File: src/hdl/prsl_pkg.sv
// ----------------------------------------------------------------------------
// prsl_pkg
// Shared types and codes of the per-source rate limiter.
// ----------------------------------------------------------------------------
package prsl_pkg;

	localparam int IP_W      = 32;
	localparam int TIME_W    = 32;
	localparam int COUNT_W   = 16;
	localparam int LIMIT_W   = 8;
	localparam int WINDOW_W  = 31;
	localparam int VERDICT_W = 2;
	localparam int CFG_IDX_W = 1;

	// Configuration register indexes
	localparam logic [CFG_IDX_W-1:0] CFG_RATE_LIMIT   = 1'b0;
	localparam logic [CFG_IDX_W-1:0] CFG_WINDOW_TICKS = 1'b1;

	localparam logic [LIMIT_W-1:0]  RATE_LIMIT_RESET = 8'd0;
	localparam logic [WINDOW_W-1:0] WINDOW_RESET     = 31'd60000;

	// Verdict codes
	localparam logic [VERDICT_W-1:0] VERDICT_COUNTED  = 2'd0;
	localparam logic [VERDICT_W-1:0] VERDICT_DISABLED = 2'd1;
	localparam logic [VERDICT_W-1:0] VERDICT_FULL     = 2'd2;
	localparam logic [VERDICT_W-1:0] VERDICT_DENIED   = 2'd3;

	localparam logic [COUNT_W-1:0] COUNT_MAX = 16'hFFFF;

	// One tracked source
	typedef struct packed {
		logic [IP_W-1:0]    address;
		logic [TIME_W-1:0]  window_start;
		logic [COUNT_W-1:0] requests;
	} entry_t;

endpackage

File: src/hdl/prsl_table.sv
// ----------------------------------------------------------------------------
// prsl_table
// Source table storage: one write port and one registered read port.
// ----------------------------------------------------------------------------
module prsl_table #(
	parameter int ENTRIES = 16
) (
	input  logic                                   clk,
	input  logic                                   rd_en,
	input  logic [(ENTRIES > 1 ? $clog2(ENTRIES) : 1)-1:0] rd_idx,
	output prsl_pkg::entry_t                       rd_entry,
	input  logic                                   wr_en,
	input  logic [(ENTRIES > 1 ? $clog2(ENTRIES) : 1)-1:0] wr_idx,
	input  prsl_pkg::entry_t                       wr_entry
);
	import prsl_pkg::*;

	entry_t mem_q [ENTRIES];

	// Write one entry
	always_ff @(posedge clk) begin
		if (wr_en) begin
			mem_q[wr_idx] <= wr_entry;
		end
	end

	// Read one entry, registered
	always_ff @(posedge clk) begin
		if (rd_en) begin
			rd_entry <= mem_q[rd_idx];
		end
	end

endmodule

File: src/hdl/per_source_rate_limiter.sv
// ----------------------------------------------------------------------------
// per_source_rate_limiter
// Fixed-window request limiter that tracks each source address in a small
// table, scanned one entry per cycle through a shared subtract/compare unit.
// ----------------------------------------------------------------------------
//  channel  | direction | handshake             | payload
//  ---------+-----------+-----------------------+------------------------------
//  in       | input     | in_valid / in_ready   | source_ip, now_ms
//  out      | output    | out_valid / out_ready | allowed, verdict, request_count
//  cfg      | input     | cfg_wr_en             | cfg_index, cfg_data
//
// The block takes one item at a time from accept to result: the
// table scan reads one entry per cycle from the single read port, then the
// update state writes back. With limiting disabled an item skips the scan.
// The update state waits while an earlier result is still held on the output.
// Reset clears all valid bits at once; no clearing pass is needed.
// ----------------------------------------------------------------------------
module per_source_rate_limiter #(
	parameter int TABLE_ENTRIES = 16
) (
	input  logic                                  clk,
	input  logic                                  arst_n,
	input  logic                                  in_valid,
	output logic                                  in_ready,
	input  logic [prsl_pkg::IP_W-1:0]             source_ip,
	input  logic [prsl_pkg::TIME_W-1:0]           now_ms,
	output logic                                  out_valid,
	input  logic                                  out_ready,
	output logic                                  allowed,
	output logic [prsl_pkg::VERDICT_W-1:0]        verdict,
	output logic [prsl_pkg::COUNT_W-1:0]          request_count,
	input  logic                                  cfg_wr_en,
	input  logic [prsl_pkg::CFG_IDX_W-1:0]        cfg_index,
	input  logic [prsl_pkg::WINDOW_W-1:0]         cfg_data
);
	import prsl_pkg::*;

	localparam int IW = (TABLE_ENTRIES > 1) ? $clog2(TABLE_ENTRIES) : 1;
	localparam int CW = $clog2(TABLE_ENTRIES + 1);
	localparam logic [CW-1:0] LAST_CNT = CW'(TABLE_ENTRIES);

	typedef enum logic [2:0] {
		ST_IDLE   = 3'b001,
		ST_SCAN   = 3'b010,
		ST_UPDATE = 3'b100
	} state_t;

	state_t                 state_q;
	logic [LIMIT_W-1:0]     rate_q;
	logic [WINDOW_W-1:0]    window_q;
	logic [TABLE_ENTRIES-1:0] valid_q;

	logic [IP_W-1:0]        ip_q;
	logic [TIME_W-1:0]      now_q;
	logic                   bypass_q;
	logic [CW-1:0]          cnt_q;
	logic                   eval_s1;
	logic [IW-1:0]          idx_s1;

	logic                   hit_q;
	logic [IW-1:0]          hit_idx_q;
	logic [TIME_W-1:0]      hit_start_q;
	logic [COUNT_W-1:0]     hit_cnt_q;
	logic                   free_q;
	logic [IW-1:0]          free_idx_q;

	logic                   out_valid_q;
	logic                   allowed_q;
	logic [VERDICT_W-1:0]   verdict_q;
	logic [COUNT_W-1:0]     count_q;

	entry_t                 rd_entry;
	entry_t                 wr_entry;
	logic                   wr_en;
	logic [IW-1:0]          wr_idx;
	logic                   rd_en;

	logic                   accept;
	logic                   issue;
	logic                   slot_free;
	logic [TIME_W-1:0]      alu_opnd;
	logic [TIME_W-1:0]      alu_thr;
	logic [TIME_W-1:0]      alu_diff;
	logic                   alu_gt;
	logic                   alu_eq;
	logic                   ent_valid;
	logic                   ent_live;
	logic                   ent_match;
	logic                   restart;
	logic                   track;
	logic [COUNT_W-1:0]     base_cnt;
	logic [COUNT_W-1:0]     new_cnt;

	assign in_ready  = (state_q == ST_IDLE);
	assign accept    = in_valid && in_ready;
	assign issue     = (state_q == ST_SCAN) && (cnt_q < LAST_CNT);
	assign slot_free = !out_valid_q || out_ready;

	// Shared unit: wrapping age against span (scan) or window (update)
	assign alu_opnd = (state_q == ST_SCAN) ? rd_entry.window_start : hit_start_q;
	assign alu_thr  = (state_q == ST_SCAN) ? {window_q, 1'b0} : {1'b0, window_q};
	assign alu_diff = now_q - alu_opnd;
	assign alu_gt   = alu_diff > alu_thr;
	assign alu_eq   = alu_diff == alu_thr;

	// Classify the entry coming out of the read port
	assign ent_valid = eval_s1 && valid_q[idx_s1];
	assign ent_live  = ent_valid && !(alu_gt || alu_eq);
	assign ent_match = ent_live && (rd_entry.address == ip_q);

	// Count for the tracked source
	assign restart  = alu_gt;
	assign track    = hit_q || free_q;
	assign base_cnt = (hit_q && !restart) ? hit_cnt_q : '0;
	assign new_cnt  = (base_cnt == COUNT_MAX) ? base_cnt : base_cnt + COUNT_W'(1);

	// Table ports
	assign rd_en  = issue;
	assign wr_en  = (state_q == ST_UPDATE) && slot_free && !bypass_q && track;
	assign wr_idx = hit_q ? hit_idx_q : free_idx_q;
	always_comb begin
		wr_entry.address      = ip_q;
		wr_entry.window_start = (hit_q && !restart) ? hit_start_q : now_q;
		wr_entry.requests     = new_cnt;
	end

	prsl_table #(
		.ENTRIES (TABLE_ENTRIES)
	) u_table (
		.clk      (clk),
		.rd_en    (rd_en),
		.rd_idx   (cnt_q[IW-1:0]),
		.rd_entry (rd_entry),
		.wr_en    (wr_en),
		.wr_idx   (wr_idx),
		.wr_entry (wr_entry)
	);

	// Hold configuration registers
	always_ff @(posedge clk or negedge arst_n) begin
		if (!arst_n) begin
			rate_q   <= RATE_LIMIT_RESET;
			window_q <= WINDOW_RESET;
		end else if (cfg_wr_en) begin
			case (cfg_index)
				CFG_RATE_LIMIT:   rate_q   <= cfg_data[LIMIT_W-1:0];
				CFG_WINDOW_TICKS: window_q <= cfg_data;
				default: ;
			endcase
		end
	end

	// Sequence one item: accept, scan (skipped with limiting disabled), update
	always_ff @(posedge clk or negedge arst_n) begin
		if (!arst_n) begin
			state_q <= ST_IDLE;
			cnt_q   <= '0;
			eval_s1 <= 1'b0;
			hit_q   <= 1'b0;
			free_q  <= 1'b0;
			bypass_q <= 1'b0;
		end else begin
			case (state_q)
				ST_IDLE: begin
					if (accept) begin
						cnt_q    <= '0;
						eval_s1  <= 1'b0;
						hit_q    <= 1'b0;
						free_q   <= 1'b0;
						bypass_q <= (rate_q == '0);
						state_q  <= (rate_q == '0) ? ST_UPDATE : ST_SCAN;
					end
				end
				ST_SCAN: begin
					eval_s1 <= issue;
					if (issue) begin
						cnt_q <= cnt_q + CW'(1);
					end else begin
						state_q <= ST_UPDATE;
					end
					if (ent_match) begin
						hit_q <= 1'b1;
					end
					if (eval_s1 && !ent_live && !free_q) begin
						free_q <= 1'b1;
					end
				end
				ST_UPDATE: begin
					if (slot_free) begin
						state_q <= ST_IDLE;
					end
				end
				default: state_q <= ST_IDLE;
			endcase
		end
	end

	// Advance scan stage and capture hit and first free slot
	always_ff @(posedge clk) begin
		idx_s1 <= cnt_q[IW-1:0];
		if (accept) begin
			ip_q  <= source_ip;
			now_q <= now_ms;
		end
		if (ent_match) begin
			hit_idx_q   <= idx_s1;
			hit_start_q <= rd_entry.window_start;
			hit_cnt_q   <= rd_entry.requests;
		end
		if ((state_q == ST_SCAN) && eval_s1 && !ent_live && !free_q) begin
			free_idx_q <= idx_s1;
		end
	end

	// Drop stale entries during the scan, mark allocated entries at update
	always_ff @(posedge clk or negedge arst_n) begin
		if (!arst_n) begin
			valid_q <= '0;
		end else if ((state_q == ST_SCAN) && ent_valid && !ent_live) begin
			valid_q[idx_s1] <= 1'b0;
		end else if (wr_en) begin
			valid_q[wr_idx] <= 1'b1;
		end
	end

	// Hold the result until it is taken
	always_ff @(posedge clk or negedge arst_n) begin
		if (!arst_n) begin
			out_valid_q <= 1'b0;
		end else if ((state_q == ST_UPDATE) && slot_free) begin
			out_valid_q <= 1'b1;
		end else if (out_ready) begin
			out_valid_q <= 1'b0;
		end
	end

	always_ff @(posedge clk) begin
		if ((state_q == ST_UPDATE) && slot_free) begin
			if (bypass_q) begin
				allowed_q <= 1'b1;
				verdict_q <= VERDICT_DISABLED;
				count_q   <= '0;
			end else if (!track) begin
				allowed_q <= 1'b1;
				verdict_q <= VERDICT_FULL;
				count_q   <= '0;
			end else if (new_cnt > {{(COUNT_W-LIMIT_W){1'b0}}, rate_q}) begin
				allowed_q <= 1'b0;
				verdict_q <= VERDICT_DENIED;
				count_q   <= new_cnt;
			end else begin
				allowed_q <= 1'b1;
				verdict_q <= VERDICT_COUNTED;
				count_q   <= new_cnt;
			end
		end
	end

	assign out_valid     = out_valid_q;
	assign allowed       = allowed_q;
	assign verdict       = verdict_q;
	assign request_count = count_q;

endmodule

File: config.mk
export PLATFORM = sky130hd
export DESIGN_NAME = per_source_rate_limiter
export DESIGN_NICKNAME = d
export VERILOG_FILES = /design/src/hdl/prsl_pkg.sv /design/src/hdl/prsl_table.sv /design/src/hdl/per_source_rate_limiter.sv
export SDC_FILE = /design/constraint.sdc
export NUM_CORES = 2
export LEC_CHECK = 0
export BUFFER_PORTS_ARGS = -buffer_cell sky130_fd_sc_hd__buf_4
export CAP_MARGIN = 20
export CORE_UTILIZATION = 45
export DETAILED_ROUTE_END_ITERATION = 10
export PLACE_DENSITY = 0.61
export SLEW_MARGIN = 10
export SYNTH_ARGS = -nofsm -noshare
export SYNTH_HDL_FRONTEND = slang
export SYNTH_SLANG_ARGS = --single-unit
File: constraint.sdc
create_clock -name clk -period 13.1 [get_ports clk]
set_clock_uncertainty 0.1 [all_clocks]
set_input_delay 2.62 -clock clk [delete_from_list [all_inputs] [get_ports clk]]
set_output_delay 2.62 -clock clk [all_outputs]
set_load 0.02 [all_outputs]
[Yosys cells after proc, flatten, opt, wreduce, memory -nomap -nowiden]
Memories as Yosys holds them, arrays and structs flattened. A register that Yosys moved wholly into a read port is not among the register bits.
Index checks and enable logic that the tools add are counted.
Cells by class
  $add $sub $neg: 3
  magnitude comparators: 7
  equality and inequality tests: 12
  multiplexer cells: 35
  bitwise gates (word level): 5
  reduce and logical (&&, ||, !) cells: 40
Operators with widths (number)
  2-to-1 mux 32 bit: 3
  == test 32 bit: 2
  2-to-1 mux 16 bit: 4
  greater-than comparator 32 bit: 1
  subtractor 32 bit: 1
  logical AND 1 bit: 18
  adder 16 x 1 -> 16 bit (second input constant): 1
  AND 16 bit: 1
  == test 16 bit (second input constant): 1
  greater-than comparator 16 x 8 -> 1 bit: 1
  inverter 16 bit: 1
  OR 16 bit: 1
  2-to-1 mux 3 bit: 4
  AND reduction 3 bit: 4
  2-to-1 mux 1 bit: 11
  < comparator 4 x 5 -> 1 bit (second input constant): 2
  2-to-1 mux 5 bit: 2
  one-hot mux 5 bit (2 select lines): 1
  one-hot mux 3 bit (3 select lines): 1
  demux 1 bit (select 4 bit): 2
  >= comparator 4 x 1 -> 1 bit (second input constant): 2
  logical NOT 8 bit: 1
  != test 2 bit (second input constant): 4
  AND reduction 2 bit: 4
  15 further kinds: 29
Storage, ports and cells
  flip-flop bits (word level): 211
  memory bits (writable): 1280
  bits of input ports: 101
  output and inout bits: 21
  word-level logic and storage cells: 123
  memories: 1
Memories
  u_table.mem_q: depth 16, bits a word 80, rd ports 1, clocked after Yosys merged registers in 1, wr ports 1, line prsl_table.sv:18  | entry_t mem_q [ENTRIES];

[Logic depth before layout (Yosys ltp)]
  word-level depth: 12
  depth in mapped cells: 41
  gate-level depth less buffers: 37

[Modules after synthesis]
A second synthesis with hierarchy kept.
Unflattened totals
  cells, all modules: 3017
  area, all modules: 61843.1 µm²
Modules (own cells, without submodules)
  prsl_table: instances 1, cells an instance 2054, area each 50223.2 µm², sequential area each 40839.2 µm²
  per_source_rate_limiter: instances 1, cells an instance 963, area each 11619.9 µm², sequential area each 5965.7 µm²

[Least setup slack after synthesis]
OpenSTA, ideal clock, no wires.
  path kind: reg2reg
  start: register state_q[2]
  end: register hit_cnt_q[0] (enable)
  library setup time: 0.590 ns
  arrival time: 10.068 ns
  data required time: 12.410 ns
  slack: 2.342 ns
  stages on the path, launching flop included: 22
  buffers on the path: 2
  period minus slack after synthesis: 10.758 ns
  path through: dfrtp_1 -> nand2b_1 -> nor2_1 -> clkbuf_1 -> buf_1 -> mux2i_1 -> ha_1 -> nor2b_1 -> o31ai_1 -> a211oi_1 -> or2_2 -> o31ai_2 -> nand2_1 -> a21oi_1 -> xnor2_1 -> ha_1 -> and3_1 -> a221o_1 -> a221oi_2 -> o221a_2 -> nand3_1 -> nor4_1
On the way
  word-level cells in the longest chain between the ends: 8
  elaborated cells between the ends (all ways): 10
  those cells by class: 1 x add/sub; 1 x order compare; 2 x eq/ne; 2 x mux; 4 x reduce/logical
Ends and longest elaborated chain
  start, declared: line per_source_rate_limiter.sv:48  | state_t state_q;
  start signal, assigned: line per_source_rate_limiter.sv:171  | state_q <= (rate_q == '0) ? ST_UPDATE : ST_SCAN;
  == test 3 x 2 -> 1 bit *: line per_source_rate_limiter.sv:100, per_source_rate_limiter.sv:101
  2-to-1 mux 32 bit: line per_source_rate_limiter.sv:100  | assign alu_opnd = (state_q == ST_SCAN) ? rd_entry.window_start : hit_start_q;
  subtractor 32 bit: line per_source_rate_limiter.sv:102  | assign alu_diff = now_q - alu_opnd;
  greater-than comparator 32 bit / == test 32 bit (equally long branches): line per_source_rate_limiter.sv:103, per_source_rate_limiter.sv:104
  logical OR 1 bit *: line per_source_rate_limiter.sv:108  | assign ent_live = ent_valid && !(alu_gt || alu_eq);
  logical NOT 1 bit *: line per_source_rate_limiter.sv:108
  logical AND 1 bit *: line per_source_rate_limiter.sv:108
  logical AND 1 bit *: line per_source_rate_limiter.sv:109  | assign ent_match = ent_live && (rd_entry.address == ip_q);
  net ent_match: line per_source_rate_limiter.sv:88  | logic ent_match;
  end signal, assigned: line per_source_rate_limiter.sv:208  | hit_cnt_q <= rd_entry.requests;
  end, declared: line per_source_rate_limiter.sv:63  | logic [COUNT_W-1:0] hit_cnt_q;
Mark *: on every way through the listed nets, which the timed path passes. The rest lies on a longest branch.
A chain may end at the register's enable or synchronous reset.

[Final worst setup path]
  start: register state_q[2]
  end: register verdict_q[0], in the netlist verdict[0] (data pin)
On the way
  word-level cells in the longest chain between the ends: 12
  elaborated cells between the ends (all ways): 14
  those cells by class: 2 x add/sub; 2 x order compare; 2 x eq/ne; 6 x mux; 2 x reduce/logical
Ends and longest elaborated chain
  == test 3 x 2 -> 1 bit *: line per_source_rate_limiter.sv:100, per_source_rate_limiter.sv:101
  2-to-1 mux 32 bit: line per_source_rate_limiter.sv:100
  subtractor 32 bit: line per_source_rate_limiter.sv:102
  greater-than comparator 32 bit *: line per_source_rate_limiter.sv:103  | assign alu_gt = alu_diff > alu_thr;
  logical NOT 1 bit *: line per_source_rate_limiter.sv:114  | assign base_cnt = (hit_q && !restart) ? hit_cnt_q : '0;
  logical AND 1 bit *: line per_source_rate_limiter.sv:114
  2-to-1 mux 16 bit *: line per_source_rate_limiter.sv:114
  adder 16 x 1 -> 16 bit / == test 16 bit (equally long branches): line per_source_rate_limiter.sv:115  | assign new_cnt = (base_cnt == COUNT_MAX) ? base_cnt : base_cnt + COUNT_W'(1);
  2-to-1 mux 16 bit *: line per_source_rate_limiter.sv:115
  net new_cnt[3]: line per_source_rate_limiter.sv:92  | logic [COUNT_W-1:0] new_cnt;
  greater-than comparator 16 x 8 -> 1 bit *: line per_source_rate_limiter.sv:247  | end else if (new_cnt > {{(COUNT_W-LIMIT_W){1'b0}}, rate_q}) begin
  2-to-1 mux 2 bit *: line per_source_rate_limiter.sv:247
  2-to-1 mux 2 bit *: line per_source_rate_limiter.sv:243  | end else if (!track) begin
  end signal, assigned: line per_source_rate_limiter.sv:241  | verdict_q <= VERDICT_DISABLED;
  end signal, assigned: line per_source_rate_limiter.sv:245  | verdict_q <= VERDICT_FULL;
  end signal, assigned: line per_source_rate_limiter.sv:249  | verdict_q <= VERDICT_DENIED;
  end, declared: line per_source_rate_limiter.sv:69  | logic [VERDICT_W-1:0] verdict_q;
Marked as above.

==> impl_metrics.env <==
export IMPL_fmax_mhz=107.3
export IMPL_async_flop_share_pct=4.328
export IMPL_clk_path_buf_depth=3
export IMPL_drtAntennaViolNets=0
export IMPL_hold_path_class="flop to flop"
export IMPL_netlist_instances=2882
export IMPL_grt_pass1_vias=30980
export IMPL_worst_endpoint_arrival_ns=9.75
export IMPL_max_vdd_ir_drop_mv=0.1099
export IMPL_r2r_start="state_q[2]"
export IMPL_cts_buffers=160
export IMPL_postCtsSetupRepairBufs=0
export IMPL_synth_edf_count=1499
export IMPL_fin_setup_tns_ns=0
export IMPL_root_buffer="clkbuf_16"
export IMPL_vias=30120
export IMPL_clkTransAtPathRegs_ns=0.06
export IMPL_initial_core_util_pct=45.29
export IMPL_layout_drive_gt1_share_pct=28.46
export IMPL_period_needed_ns=9.318
export IMPL_min_path_cells=0
export IMPL_min_delay_worst_endpoint="hit_cnt_q[8]"
export IMPL_core_area_um2=137300
export IMPL_hold_viol=0
export IMPL_cp_start_kind="flop"
export IMPL_cap_violations=0
export IMPL_reg2reg_slack_ns=3.78
export IMPL_cp_max_fo=32
export IMPL_utilization_pct=51.45
export IMPL_nets=3286
export IMPL_dr_pass1_iters=6
export IMPL_synth_main_ff_cell="edfxtp_1"
export IMPL_h_tree_depth=4
export IMPL_dpl_cell_count=4737
export IMPL_fin_crit_sh_pct=71.13
export IMPL_outcome="finished, final reports clean"
export IMPL_grt_max_degree=146
export IMPL_grt_util_all_layers_pct=21.20
export IMPL_dieArea_um2=139700
export IMPL_setup_viol=0
export IMPL_synth_seq_area_share_pct=75.26
export IMPL_slowest_stage="nor2_1"
export IMPL_grt_overflow_total=0
export IMPL_yosysTopAreaCell="edfxtp_1"
export IMPL_place_gp_congestion=0.8491
export IMPL_antenna_cells=0
export IMPL_max_stage_delay_ns=0.75
export IMPL_syn_num_nets=3057
export IMPL_insertion_delay_ns=0.79
export IMPL_dp_hpwl_mm=79.62
export IMPL_ys_types=81
export IMPL_worst_setup_path_type="flop to flop"
export IMPL_min_from="u_table.rd_entry[8]"
export IMPL_cts_tree="built"
export IMPL_synth_seq_cells=1571
export IMPL_synth_top_area_share_pct=72.38
export IMPL_yosysWarnings=0
export IMPL_cellPowerDensity_nw_per_um2=180.2
export IMPL_grt_pass1_wl_mm=213.9
export IMPL_slew_viol_final=0
export IMPL_cts_sinks=1571
export IMPL_drc=0
export IMPL_ff2ff_path_depth=35
export IMPL_wl_mm=146.9
export IMPL_grt_antenna_before_repair=3
export IMPL_leakagePower_nw=22.28
export IMPL_mappedNetlistArea_um2=62190
export IMPL_syn2layout_area_growth_pct=13.61
export IMPL_io_buffers=121
export IMPL_worst_pin_slew_ns=1.162
export IMPL_instances_no_fill=5027
export IMPL_critPathCaptureType="flop"
export IMPL_io_pins=122
export IMPL_fillers=10590
export IMPL_cts_resized=0
export IMPL_ctsHoldBuffers=0
export IMPL_rsz0062_at_grt="false"
export IMPL_synthTopCellsByArea="edfxtp_1 72%, mux4_2 15%, dfrtp_1 2.4%"
export IMPL_die_w_um=373.8
export IMPL_via_per_inst=5.992
export IMPL_num_rows=136
export IMPL_required_ns=13.53
export IMPL_maxSlewHeadroom_pct=22.52
export IMPL_wl_per_cell_um=29.22
export IMPL_die_height_um=373.8
export IMPL_drtIter0Drc=2973
export IMPL_r2r_end="verdict[0]"
export IMPL_crit_top_cell="ha_1"
export IMPL_syn_avg_cell_area_um2=21.58
sequential cells by signal, indices dropped and copies added, names as in the netlist, 31 cells and up:
name	cells
ip_q	32
hit_start_q	32
u_table.mem_q	1280
window_q	31
u_table.rd_entry	80
now_q	32
metal layers:
| metal | global-route usage (%) | part of all wire, % | vias to the layer above |
|---|---|---|---|
| met5 | 0 | 0.0088 | - |
| met4 | 4.876 | 1.7 | 2 |
| met3 | 3.153 | 5.5 | 197 |
| met2 | 34.04 | 49 | 1042 |
| met1 | 30.81 | 44 | 16350 |
| li1 | - | - | 12530 |
worst max-delay path: cells and delay by family (launching register included):
kind	cells	cell delay (ns)
buffers and inverters	1	0.43
flip-flops	1	0.40
multiplexers	1	0.25
adder cells (fa/ha/maj)	4	1.17
XOR/XNOR	2	0.24
AO/OA/AOI/OAI	14	3.44
AND/OR/NAND/NOR	13	3.00
synth_stat cells, types with 22 or more instances:
cell type / count
a21oi_1: 40
buf_1: 34
clkbuf_1: 74
dfrtp_1: 60
edfxtp_1: 1499
ha_1: 73
inv_1: 34
mux2_2: 54
mux2i_1: 64
mux4_2: 405
nand2_1: 61
nand3_1: 22
nor2_1: 96
nor3_1: 27
o21ai_0: 25
xnor2_1: 32
xor2_1: 31
placed cells by master, fill, tap and decap left out, types with 31 or more instances in the layout:
master and instances:
a21oi_1 40, nor2_1 77, dfrtp_1 56, xnor2_1 32
mux2_2 54, buf_4 176, xor2_1 31, mux2i_1 64
clkbuf_1 34, clkinv_1 38, inv_1 33, mux4_2 405
edfxtp_1 1499, nand2_1 61, ha_1 73, clkbuf_16 161
worst max path at each step:
| stage | startpoint | endpoint |
|---|---|---|
| after global placement | state_q[2] | verdict[0] |
| after detailed placement | state_q[2] | verdict[0] |
| after global routing | state_q[2] | verdict[0] |
| after floorplan | state_q[2] | hit_cnt_q[0] |
| after CTS | state_q[2] | verdict[0] |
| final | state_q[2] | verdict[0] |
cells by family after synthesis:
group,count (synthesis),synth area share [%]
buffers and inverters,152,0.9456
muxes,535,16.89
adders and majority gates,74,1.501
and+or+nand+nor,305,2.477
AOI/OAI and AO/OA,182,2.036
xor gates and xnor gates,63,0.8873
DFF,1571,75.26
per-stage QoR:
stage                     power (mW)  setup slack, ns  instance area, um^2  hold WS [ns]
after floorplan                7.772            2.342                62190        0.2454
after CTS                      12.83            3.563                70550        0.3216
final                          12.73            3.782                70650        0.3144
after global routing           13.21            2.833                70650        0.3239
after detailed placement       8.450            3.602                65530        0.3071
after global placement         8.377            3.834                65490        0.3071
power breakdown:
part,switching [mW],internal (mW),leakage (nW)
clock network,1.90,2.49,2.46
logic,1.17,1.11,5.41
registers,0.225,5.84,14.4
total,3.29,9.44,22.3
cell type report:
cell class / instances / area [um^2] / share of cell area [%]
flip-flops and latches: 1571 / 46820 / 66.27
repair buffers: 184 / 1474 / 2.086
clock inverters: 85 / 814.5 / 1.153
well taps: 1794 / 2245 / 3.177
multi-input cells: 1159 / 14950 / 21.16
clock buffers: 199 / 4212 / 5.961
inverters: 35 / 133.9 / 0.1895
Note: power is estimated with default switching activity, not from simulation.
